==> config.mk <==
export PLATFORM = sky130hd
export DESIGN_NAME = tdpt_rem_step
export DESIGN_NICKNAME = d
export VERILOG_FILES = /design/src/design/tdpt_rem_step.sv
export SDC_FILE = /design/constraint.sdc
export NUM_CORES = 1
export LEC_CHECK = 0
export BUFFER_PORTS_ARGS = -buffer_cell sky130_fd_sc_hd__buf_2
export CORE_MARGIN = 5
export CORE_UTILIZATION = 50
export DETAILED_ROUTE_END_ITERATION = 10
export GPL_ROUTABILITY_DRIVEN = 0
export PLACE_DENSITY = 0.83
export REMOVE_ABC_BUFFERS = 1
export SETUP_SLACK_MARGIN = 0.1
export SYNTH_ARGS = -nofsm -noshare
export SYNTH_HDL_FRONTEND = slang
export SYNTH_SLANG_ARGS = --single-unit
==> constraint.sdc <==
create_clock -name vclk -period 3.5
set_clock_uncertainty 0.1 [all_clocks]
set_input_delay 0.35 -clock vclk [all_inputs]
set_output_delay 0.35 -clock vclk [all_outputs]
set_load 0.05 [all_outputs]
==> src/design/tdpt_rem_step.sv <==
// One restoring-division step: shift in one dividend bit, subtract divisor if it fits.
// Remainder unit of the prime test sequencer. Depends on nothing.
module tdpt_rem_step #(
  parameter int DW = 17
) (
  input  logic [DW-1:0] rem_in,
  input  logic          bit_in,
  input  logic [DW-1:0] divisor,
  output logic [DW-1:0] rem_out
);

  logic [DW:0] trial;
  logic [DW:0] diff;
  logic        fits;

  assign trial = {rem_in, bit_in};
  assign diff  = trial - {1'b0, divisor};
  assign fits  = trial >= {1'b0, divisor};

  // rem_in < divisor, so either branch is below divisor and fits DW bits
  assign rem_out = fits ? diff[DW-1:0] : trial[DW-1:0];

endmodule

# --- Word level (Yosys, flattened, before mapping) ---
# Cells that the tools add are included.
word_totals:
  ff_bits: 0
  inputBits: 35
  out_inout_bits: 17
  elab_cells: 3
op_classes:
  addsub: 1
  n_lt_le_gt_ge: 1
  mux: 1
ops:
  columns: ["op", "count"]
  rows:
  - ["$ge 18x17->1", 1]
  - ["$mux 17", 1]
  - ["$sub 17x17->17", 1]

# --- Depth between registers and ports, before layout ---
# Gate-level depths: netlist of run 1.
depth:
  word_depth: 2
  depth_mapped: 12
  ltp_nobuf: 10

# --- Worst setup path after synthesis of run 1 ---
# Ideal clock, no wire load.
synth_timing:
  kind: "in2out"
  start: "input port bit_in"
  end: "output port rem_out[16]"
  arrival_time_ns: 3.061
  t_required_ns: 3.050
  path_slack_ns: -0.011
  path_stages: 9
  path_buffers: 0
  cell_sequence: "inv_1 ha_1 inv_1 fa_1 a21o_1 a221oi_4 o2bb2ai_1 o31ai_1 a211oi_1"
synth_via:
  elab_chain_len: 2
  word_cells_on_any_way: 3
  cone_classes: "add/sub (1); order compare (1); mux (1)"
synth_lines:
  columns: ["element", "line_no", "rtl"]
  rows:
  - ["start: declaration", "7", "input logic bit_in,"]
  - ["$sub 17x17->17 / $ge 18x17->1 (equally long branches)", "17, 18", null]
  - ["$mux 17 (*)", "21", "assign rem_out = fits ? diff[DW-1:0] : trial[DW-1:0];"]
  - ["end: declaration", "9", "output logic [DW-1:0] rem_out"]
# Mark *: on every way between the ends. The rest lies on a longest branch, timed or not.

# --- Worst setup path in the final report of run 1 ---
layout_timing:
  start: "input port bit_in"
  end: "output port rem_out[10]"
# Same word-level chain as after synthesis.

==> results of run 1 <==
## through the flow
stage / setup WS (ns) / TNS (ns) / instances / utilization
finish: 0.323 / 0 / 243 / 0.644
floorplan: -0.0162 / -0.205 / 160 / -
global placement: 0.366 / 0 / 243 / 0.644
CTS: 0.307 / 0 / 243 / 0.644
detailed placement: 0.313 / 0 / 243 / 0.644
global route: 0.183 / 0 / 243 / 0.644
## how the worst max path moves through the flow
stage               cells after the start           to  slack, ns  startpoint
floorplan                               9  rem_out[10]      -0.02      bit_in
finish                                 14  rem_out[10]       0.32      bit_in
global placement                       14   rem_out[8]       0.37      bit_in
CTS                                    14   rem_out[8]       0.31      bit_in
global route                           14  rem_out[10]       0.18      bit_in
detailed placement                     14   rem_out[8]       0.31      bit_in
## area by class of cell
| cell class | count | area, um2 |
|---|---|---|
| Multi-Input combinational cell | 140 | 1000 |
| Fill cell | 226 | 772 |
| Timing Repair Buffer | 55 | 283 |
| Inverter | 20 | 75.1 |
| Tap cell | 28 | 35.0 |
## cells in the final DEF, fill, tap and decap left out, types with 2 or more instances in the layout
cell type  netlist  layout
and3_1           3       3
ha_1            17      17
nand4_1          2       2
nand2_1         23      23
o21a_1           4       4
o21bai_1         2       2
inv_1           20      20
nor2_1           7       7
nand2b_1         2       2
buf_4            0       3
a21o_1           5       5
o21ai_0         18      18
a21oi_1         15      15
xor2_1           5       5
a21boi_0         2       2
nand3_1          2       2
buf_2            1      52
o31ai_1          3       3
xnor2_1          8       8
mux2_4           2       2
## logic make-up after synthesis
family | Yosys count | synth area share
adders and majority gates | 18 | 0.210
buffers and inverters | 23 | 0.0926
AOI/OAI and AO/OA | 62 | 0.376
xor gates and xnor gates | 13 | 0.103
muxes | 2 | 0.0271
and+or+nand+nor | 45 | 0.191
## power by group through the flow
stage	Combinational (mW)	Sequential, mW	Clock, mW
floorplan	0.322	0	0
global placement	0.412	0	0
detailed placement	0.414	0	0
CTS	0.416	0	0
global route	0.448	0	0
finish	0.414	0	0
## metal layers
layer | vias to the layer above | share of wire | track usage | wire, um
met2 | 35 | 0.44 | 0.254 | 1120
met5 | - | 0 | 0 | 0
li1 | 686 | - | - | -
met4 | 0 | 0 | 0 | 0
met3 | 0 | 0.076 | 0.00679 | 195
met1 | 541 | 0.49 | 0.203 | 1240
==> flow_summary.json, run 1 <==
{
  "status": "finished clean",
  "cp.arrival_ns": 2.73,
  "crit_buf_inv": 6,
  "cp_max_fo": 10,
  "final_area_mm2": 0.00140,
  "vias": 1262,
  "cp.required_ns": 3.05,
  "synth_area_leaders": "ha_1 19%, o21ai_0 8.1%, nand2_1 7.8%",
  "design.seq.count": 0,
  "hold_viol": 0,
  "ir_worst_vdd_v": 0.000197,
  "cp_cell_sequence": "buf_2, inv_1, ha_1, inv_1, fa_1, a21o_1, a221oi_4, o211ai_2, a31oi_2, buf_4, buf_4, nand2_1, o21ai_0, buf_2",
  "cts_hold_buffers": 0,
  "worstHoldStart": "bit_in",
  "yosysMostFrequentCell": "nand2_1",
  "fin_nets": 270,
  "p_per_area_mw_per_mm2": 296,
  "p_int_uw": 135,
  "drtIter0Drc": 12,
  "max_freq_mhz": 315,
  "p_sw_frac": 0.675,
  "critPathLaunchType": "input pin",
  "grt_pass1_wl_um": 4150,
  "period_minus_slack_ns": 3.18,
  "dpl_cell_area_mm2": 0.00140,
  "power_uw": 414,
  "fin_crit_sh": 0.908,
  "path_class": "input pin to output port",
  "initial_core_util": 0.510,
  "rows": 17,
  "path_delay_family": "compound AO/OA/AOI/OAI gates",
  "setup_violations": 0,
  "p_sw_uw": 279,
  "regArea_um2": 0,
  "antenna_found_initial": 0,
  "slowest_stage": "fa_1",
  "nClkBuffers": 0,
  "worst_slew_pin_slew_ns": 0.351,
  "leakage_nw": 0.757,
  "yosysWarnings": 0,
  "ant_nets": 0,
  "p_comb_frac": 1.000,
  "grt_max_degree": 12,
  "drv_slew": 0,
  "synth.top_cells.by_count": "23 x nand2_1, 20 x inv_1, 18 x o21ai_0",
  "holdWs_ns": 0.998,
  "die_x_um": 57.1,
  "cts_setup_buffers": 0,
  "rsz0062_at_grt": "no",
  "synth_cell_types": 40,
  "drc_errors": 0,
  "cap_violations": 0,
  "slowest_delay_ns": 0.39,
  "cp-end-kind": "output port",
  "synth_cells": 163,
  "min_delay_worst_endpoint": "rem_out[0]",
  "drive_above_1_share": 0.288,
  "hold_path_depth": 4,
  "dp.final_hpwl_um": 2220,
  "hold_path.class": "input pin to output port",
  "cts-resized-gates": 0,
  "grt_pass1_vias": 1037,
  "die-area_mm2": 0.00326,
  "syn_avg_cell_area_um2": 6.79,
  "pwr-share-seq": 0,
  "dr.pass1.iters": 4,
  "routed_via_density": 5.19,
  "synth_top_cell_area_share": 0.192,
  "dieHeight_um": 57.1,
  "clkPwrFrac": 0,
  "totalWireLength_um": 2550,
  "antenna_cells": 0,
  "post_drt_wl_per_cell_um": 10.5,
  "area_growth_pct": 26.2,
  "gr-total-overflow": 0,
  "io_buffers": 52,
  "grt_usage": 0.143,
  "pin_count": 52,
  "yosysSeqAreaShare": 0,
  "synth_area_mm2": 0.00111,
  "slew_headroom": 0.764,
  "coreArea_mm2": 0.00217,
  "yosys.area.top_type": "ha_1"
}
No activity file was read; power rests on OpenSTA's default activity.
==> inputs of run 2 (changes only) <==
--- a/config.mk
+++ b/config.mk
@@ -10,7 +10,7 @@
 export CORE_UTILIZATION = 50
 export DETAILED_ROUTE_END_ITERATION = 10
 export GPL_ROUTABILITY_DRIVEN = 0
-export PLACE_DENSITY = 0.83
+export PLACE_DENSITY = 0.85
 export REMOVE_ABC_BUFFERS = 1
 export SETUP_SLACK_MARGIN = 0.1
 export SYNTH_ARGS = -nofsm -noshare
==> run 2 against run 1 <==
Global-route usage is 1.2 points higher. Cell count fell by 0.41%. Clock-buffer cell count did not move.
==> flow_summary.json, run 2 (synthesis gave the netlist of run 1 again) <==
{
  "rsz0062_at_grt": "no",
  "drv_slew": 0,
  "grt_pass1_wl_um": 4460,
  "cp.arrival_ns": 2.74,
  "p_comb_frac": 1.000,
  "max_freq_mhz": 313,
  "vias": 1293,
  "slew_headroom": 0.772,
  "final_cell_mix": "52 x buf_2, 23 x nand2_1, 20 x inv_1",
  "drive_above_1_share": 0.285,
  "final_common_cell": "buf_2",
  "setup_violations": 0,
  "die_x_um": 57.1,
  "hold_viol": 0,
  "hold_path_depth": 4,
  "drtIter0Drc": 12,
  "cts_hold_buffers": 0,
  "critPathLaunchType": "input pin",
  "cts-resized-gates": 0,
  "p_int_uw": 133,
  "initial_core_util": 0.510,
  "path_class": "input pin to output port",
  "leakage_nw": 0.752,
  "drc_errors": 0,
  "power_uw": 414,
  "totalWireLength_um": 2660,
  "rows": 17,
  "coreArea_mm2": 0.00217,
  "ant_nets": 0,
  "hold_path.class": "input pin to output port",
  "antenna_found_initial": 0,
  "status": "finished clean",
  "cp-end-kind": "output port",
  "min_delay_worst_endpoint": "rem_out[0]",
  "dr.pass1.iters": 4,
  "cap_violations": 0,
  "fin_nets": 269,
  "cp_max_fo": 19,
  "place_inst": 242,
  "regArea_um2": 0,
  "antenna_cells": 0,
  "pwr-share-seq": 0,
  "dp.final_hpwl_um": 2350,
  "grt_usage": 0.156,
  "grt_pass1_vias": 1176,
  "instances_no_fill": 242,
  "period_minus_slack_ns": 3.19,
  "final_area_mm2": 0.00139,
  "worst_slew_pin_slew_ns": 0.339,
  "routed_via_density": 5.34,
  "gr-total-overflow": 0,
  "fin_crit_sh": 0.912,
  "cp.required_ns": 3.05,
  "area_growth_pct": 25.5,
  "p_sw_uw": 280,
  "p_sw_frac": 0.678,
  "io_buffers": 52,
  "post_drt_wl_per_cell_um": 11.0,
  "design.seq.count": 0,
  "nClkBuffers": 0,
  "cts_setup_buffers": 0,
  "worstHoldStart": "bit_in",
  "dpl_cell_area_mm2": 0.00139,
  "dieHeight_um": 57.1,
  "fin_setup_tns_ns": 0,
  "fill_cells": 229,
  "ir_worst_vdd_v": 0.000190,
  "pin_count": 52,
  "grt_max_degree": 20,
  "die-area_mm2": 0.00326,
  "p_per_area_mw_per_mm2": 298,
  "clkPwrFrac": 0
}
[run 2: final cells by class]
| class | instances | area [um2] | area share |
|---|---|---|---|
| timing repair buffer | 54 | 275 | 0.198 |
| multi-input combinational | 140 | 1000 | 0.723 |
| inverter | 20 | 75.1 | 0.0540 |
| tap | 28 | 35.0 | 0.0252 |
[run 2: routing by layer]
metal  up-vias  track usage  part of all wire
met5         -            0                 0
met4         0            0                 0
met2        30        0.318              0.51
met1       577        0.181              0.43
met3         0       0.0158             0.059
li1        686            -                 -
[run 2: worst max-delay path by stage]
stage / from / to / slack (ns) / cells past startpoint
floorplan: bit_in / rem_out[10] / -0.02 / 9
global placement: bit_in / rem_out[1] / 0.37 / 12
finish: bit_in / rem_out[1] / 0.31 / 12
global route: bit_in / rem_out[1] / 0.16 / 12
CTS: bit_in / rem_out[1] / 0.29 / 12
detailed placement: bit_in / rem_out[1] / 0.30 / 12
[run 2: power groups by stage]
stage          clock (mW)  sequential, mW  combinational [mW]
2_1_floorplan           0               0               0.322
3_3_place_gp            0               0               0.410
3_5_place_dp            0               0               0.415
4_1_cts                 0               0               0.416
5_1_grt                 0               0               0.448
6_report                0               0               0.414
[run 2: worst max-delay path, stage by stage]
cell,delay [ns]
buf_2,0.10
inv_1,0.05
ha_1,0.16
inv_1,0.05
fa_1,0.40
a21o_1,0.24
a221oi_4,0.33
o211ai_2,0.13
a31oi_2,0.17
buf_4,0.24
mux2_4,0.31
buf_2,0.21
[run 2: metrics by stage]
stage                     hold slack [ns]  utilization  setup slack (ns)
after global routing                 1.03        0.641             0.158
after global placement               1.01        0.641             0.369
after floorplan                     0.822            -           -0.0162
after CTS                            1.01        0.641             0.291
after detailed placement             1.01        0.641             0.297
final                                1.00        0.641             0.307
==> inputs of run 3 (changes only) <==
==> config.mk (replaced) <==
export PLATFORM = sky130hd
export DESIGN_NAME = tdpt_rem_step
export DESIGN_NICKNAME = d
export VERILOG_FILES = /design/src/design/tdpt_rem_step.sv
export SDC_FILE = /design/constraint.sdc
export NUM_CORES = 1
export LEC_CHECK = 0
export CORE_MARGIN = 5
export CORE_UTILIZATION = 65
export DETAILED_ROUTE_END_ITERATION = 10
export DONT_BUFFER_PORTS = 1
export GPL_ROUTABILITY_DRIVEN = 0
export PLACE_DENSITY = 0.81
export REMOVE_ABC_BUFFERS = 1
export SETUP_SLACK_MARGIN = 0.4
export SYNTH_ARGS = -nofsm -noshare
export SYNTH_HDL_FRONTEND = slang
export SYNTH_SLANG_ARGS = --single-unit
==> constraint.sdc (replaced) <==
create_clock -name vclk -period 3.7
set_clock_uncertainty 0.1 [all_clocks]
set_input_delay 0.37 -clock vclk [all_inputs]
set_output_delay 0.37 -clock vclk [all_outputs]
set_load 0.05 [all_outputs]
==> run 3 against run 2 <==
Largest power group unchanged. Die area down 19%. First-iteration DRC count rose to 4.0 times the previous value. Global-route usage is 7.5 points higher. Wire length is 25% higher. Critical path depth down 2. Non-clock buffer count down 34. Power grew 23%. Flip-flop and latch count is the same. Combinational power increased by 23%.
==> flow_summary.json, run 3 (synthesis gave the netlist of run 1 again) <==
{
  "status": "finished clean",
  "pin_count": 52,
  "setup_violations": 0,
  "p_int_uw": 217,
  "dr.pass1.iters": 4,
  "period_minus_slack_ns": 3.22,
  "p_per_area_mw_per_mm2": 354,
  "max_freq_mhz": 311,
  "crit_end": "rem_out[1]",
  "p_comb_frac": 1.000,
  "slowest_stage": "fa_1",
  "antenna_found_initial": 0,
  "cp.arrival_ns": 2.75,
  "totalWireLength_um": 3330,
  "crit_cells": 10,
  "power_uw": 510,
  "io_buffers": 0,
  "leakage_nw": 0.698,
  "routed_via_density": 6.77,
  "p_sw_uw": 293,
  "rsz0062_at_grt": "yes",
  "cts_hold_buffers": 0,
  "holdWs_ns": 0.865,
  "path_class": "input pin to output port",
  "grt_max_degree": 12,
  "grt_pass1_vias": 1242,
  "slew_headroom": 0.702,
  "p_sw_frac": 0.575,
  "coreArea_mm2": 0.00167,
  "dieHeight_um": 51.3,
  "design.seq.count": 0,
  "cpMostUsedCell": "inv_1",
  "clkPwrFrac": 0,
  "fin_nets": 235,
  "cp.required_ns": 3.23,
  "path_delay_family": "compound AO/OA/AOI/OAI gates",
  "cp-startpoint": "bit_in",
  "rows": 15,
  "vias": 1333,
  "ant_nets": 0,
  "cp-end-kind": "output port",
  "antenna_cells": 0,
  "area_growth_pct": 30.1,
  "worst_slew_pin_slew_ns": 0.443,
  "cap_violations": 0,
  "pwr-share-seq": 0,
  "hold_path.class": "input pin to output port",
  "final_core_util": 0.862,
  "grt_usage": 0.231,
  "critPathLaunchType": "input pin",
  "cp_max_fo": 11,
  "die_x_um": 51.3,
  "initial_core_util": 0.663,
  "post_drt_wl_per_cell_um": 16.9,
  "final_common_cell": "nand2_1",
  "dp_slack_ns": 0.420,
  "ir_worst_vdd_v": 0.000223,
  "fin_setup_tns_ns": 0,
  "regArea_um2": 0,
  "cp_cell_sequence": "inv_1, ha_1, inv_1, fa_1, a21o_1, a221oi_4, o211ai_2, a31oi_4, buf_4, mux2_4",
  "slowest_delay_ns": 0.42,
  "grt_pass1_wl_um": 4970,
  "drtIter0Drc": 48,
  "final_cell_mix": "23 x nand2_1, 20 x inv_1, 17 x ha_1",
  "drive_above_1_share": 0.156,
  "fill_cells": 89,
  "hold_viol": 0,
  "nClkBuffers": 0,
  "drc_errors": 0,
  "gr-total-overflow": 0,
  "dp.final_hpwl_um": 2650,
  "drv_slew": 0,
  "crit_buf_inv": 3,
  "die-area_mm2": 0.00263,
  "postLayoutSetupSlackWorst_ns": 0.482,
  "fin_crit_sh": 0.870
}
run 3: cell count changes in the layout (fill, tap and decap cells not counted):
cell | before | now
a211oi_1 | 1 | 0
o21ai_0 | 18 | 6
a31oi_2 | 1 | 0
a31oi_4 | 0 | 1
buf_4 | 2 | 6
buf_2 | 52 | 0
a211oi_2 | 0 | 1
buf_12 | 0 | 14
o21ai_1 | 1 | 13
run 3: power by group through the flow:
stage | combinational [mW] | clock (mW) | sequential [mW]
finish | 0.510 | 0 | 0
global route | 0.536 | 0 | 0
CTS | 0.500 | 0 | 0
detailed placement | 0.499 | 0 | 0
global placement | 0.488 | 0 | 0
floorplan | 0.304 | 0 | 0
run 3: worst min-delay path by stage:
| stage | start | end | slack, ns | depth (start not counted) |
|---|---|---|---|---|
| final | rem_in[0] | rem_out[1] | 0.87 | 1 |
| after floorplan | rem_in[10] | rem_out[11] | 0.86 | 1 |
| after global routing | rem_in[0] | rem_out[1] | 0.87 | 1 |
| after detailed placement | rem_in[0] | rem_out[1] | 0.87 | 1 |
| after global placement | rem_in[0] | rem_out[1] | 0.87 | 1 |
| after CTS | rem_in[0] | rem_out[1] | 0.87 | 1 |
run 3: repair_timing:
action	CTS	global route
endpoints found under the setup margin	0	13
gates resized for setup	0	1
buffers inserted	0	2
run 3: cell type report:
| type | count | area [um2] | share of cell area |
|---|---|---|---|
| inverter | 20 | 75.1 | 0.0521 |
| multi-input combinational | 140 | 1020 | 0.707 |
| tap | 17 | 21.3 | 0.0148 |
| timing repair buffer | 20 | 325 | 0.226 |
run 3: per-layer routing:
| layer | vias up | global-route usage | wire (um) |
|---|---|---|---|
| li1 | 615 | - | - |
| met1 | 610 | 0.260 | 1230 |
| met2 | 86 | 0.459 | 1690 |
| met3 | 22 | 0.0175 | 250 |
| met4 | 0 | 0.0568 | 157 |
| met5 | - | 0 | 0 |
run 3: per-stage QoR:
step / std cells / area [um2]
after detailed placement: 195 / 1420
after global routing: 197 / 1440
after CTS: 195 / 1420
after global placement: 195 / 1420
after floorplan: 160 / 1080
final: 197 / 1440
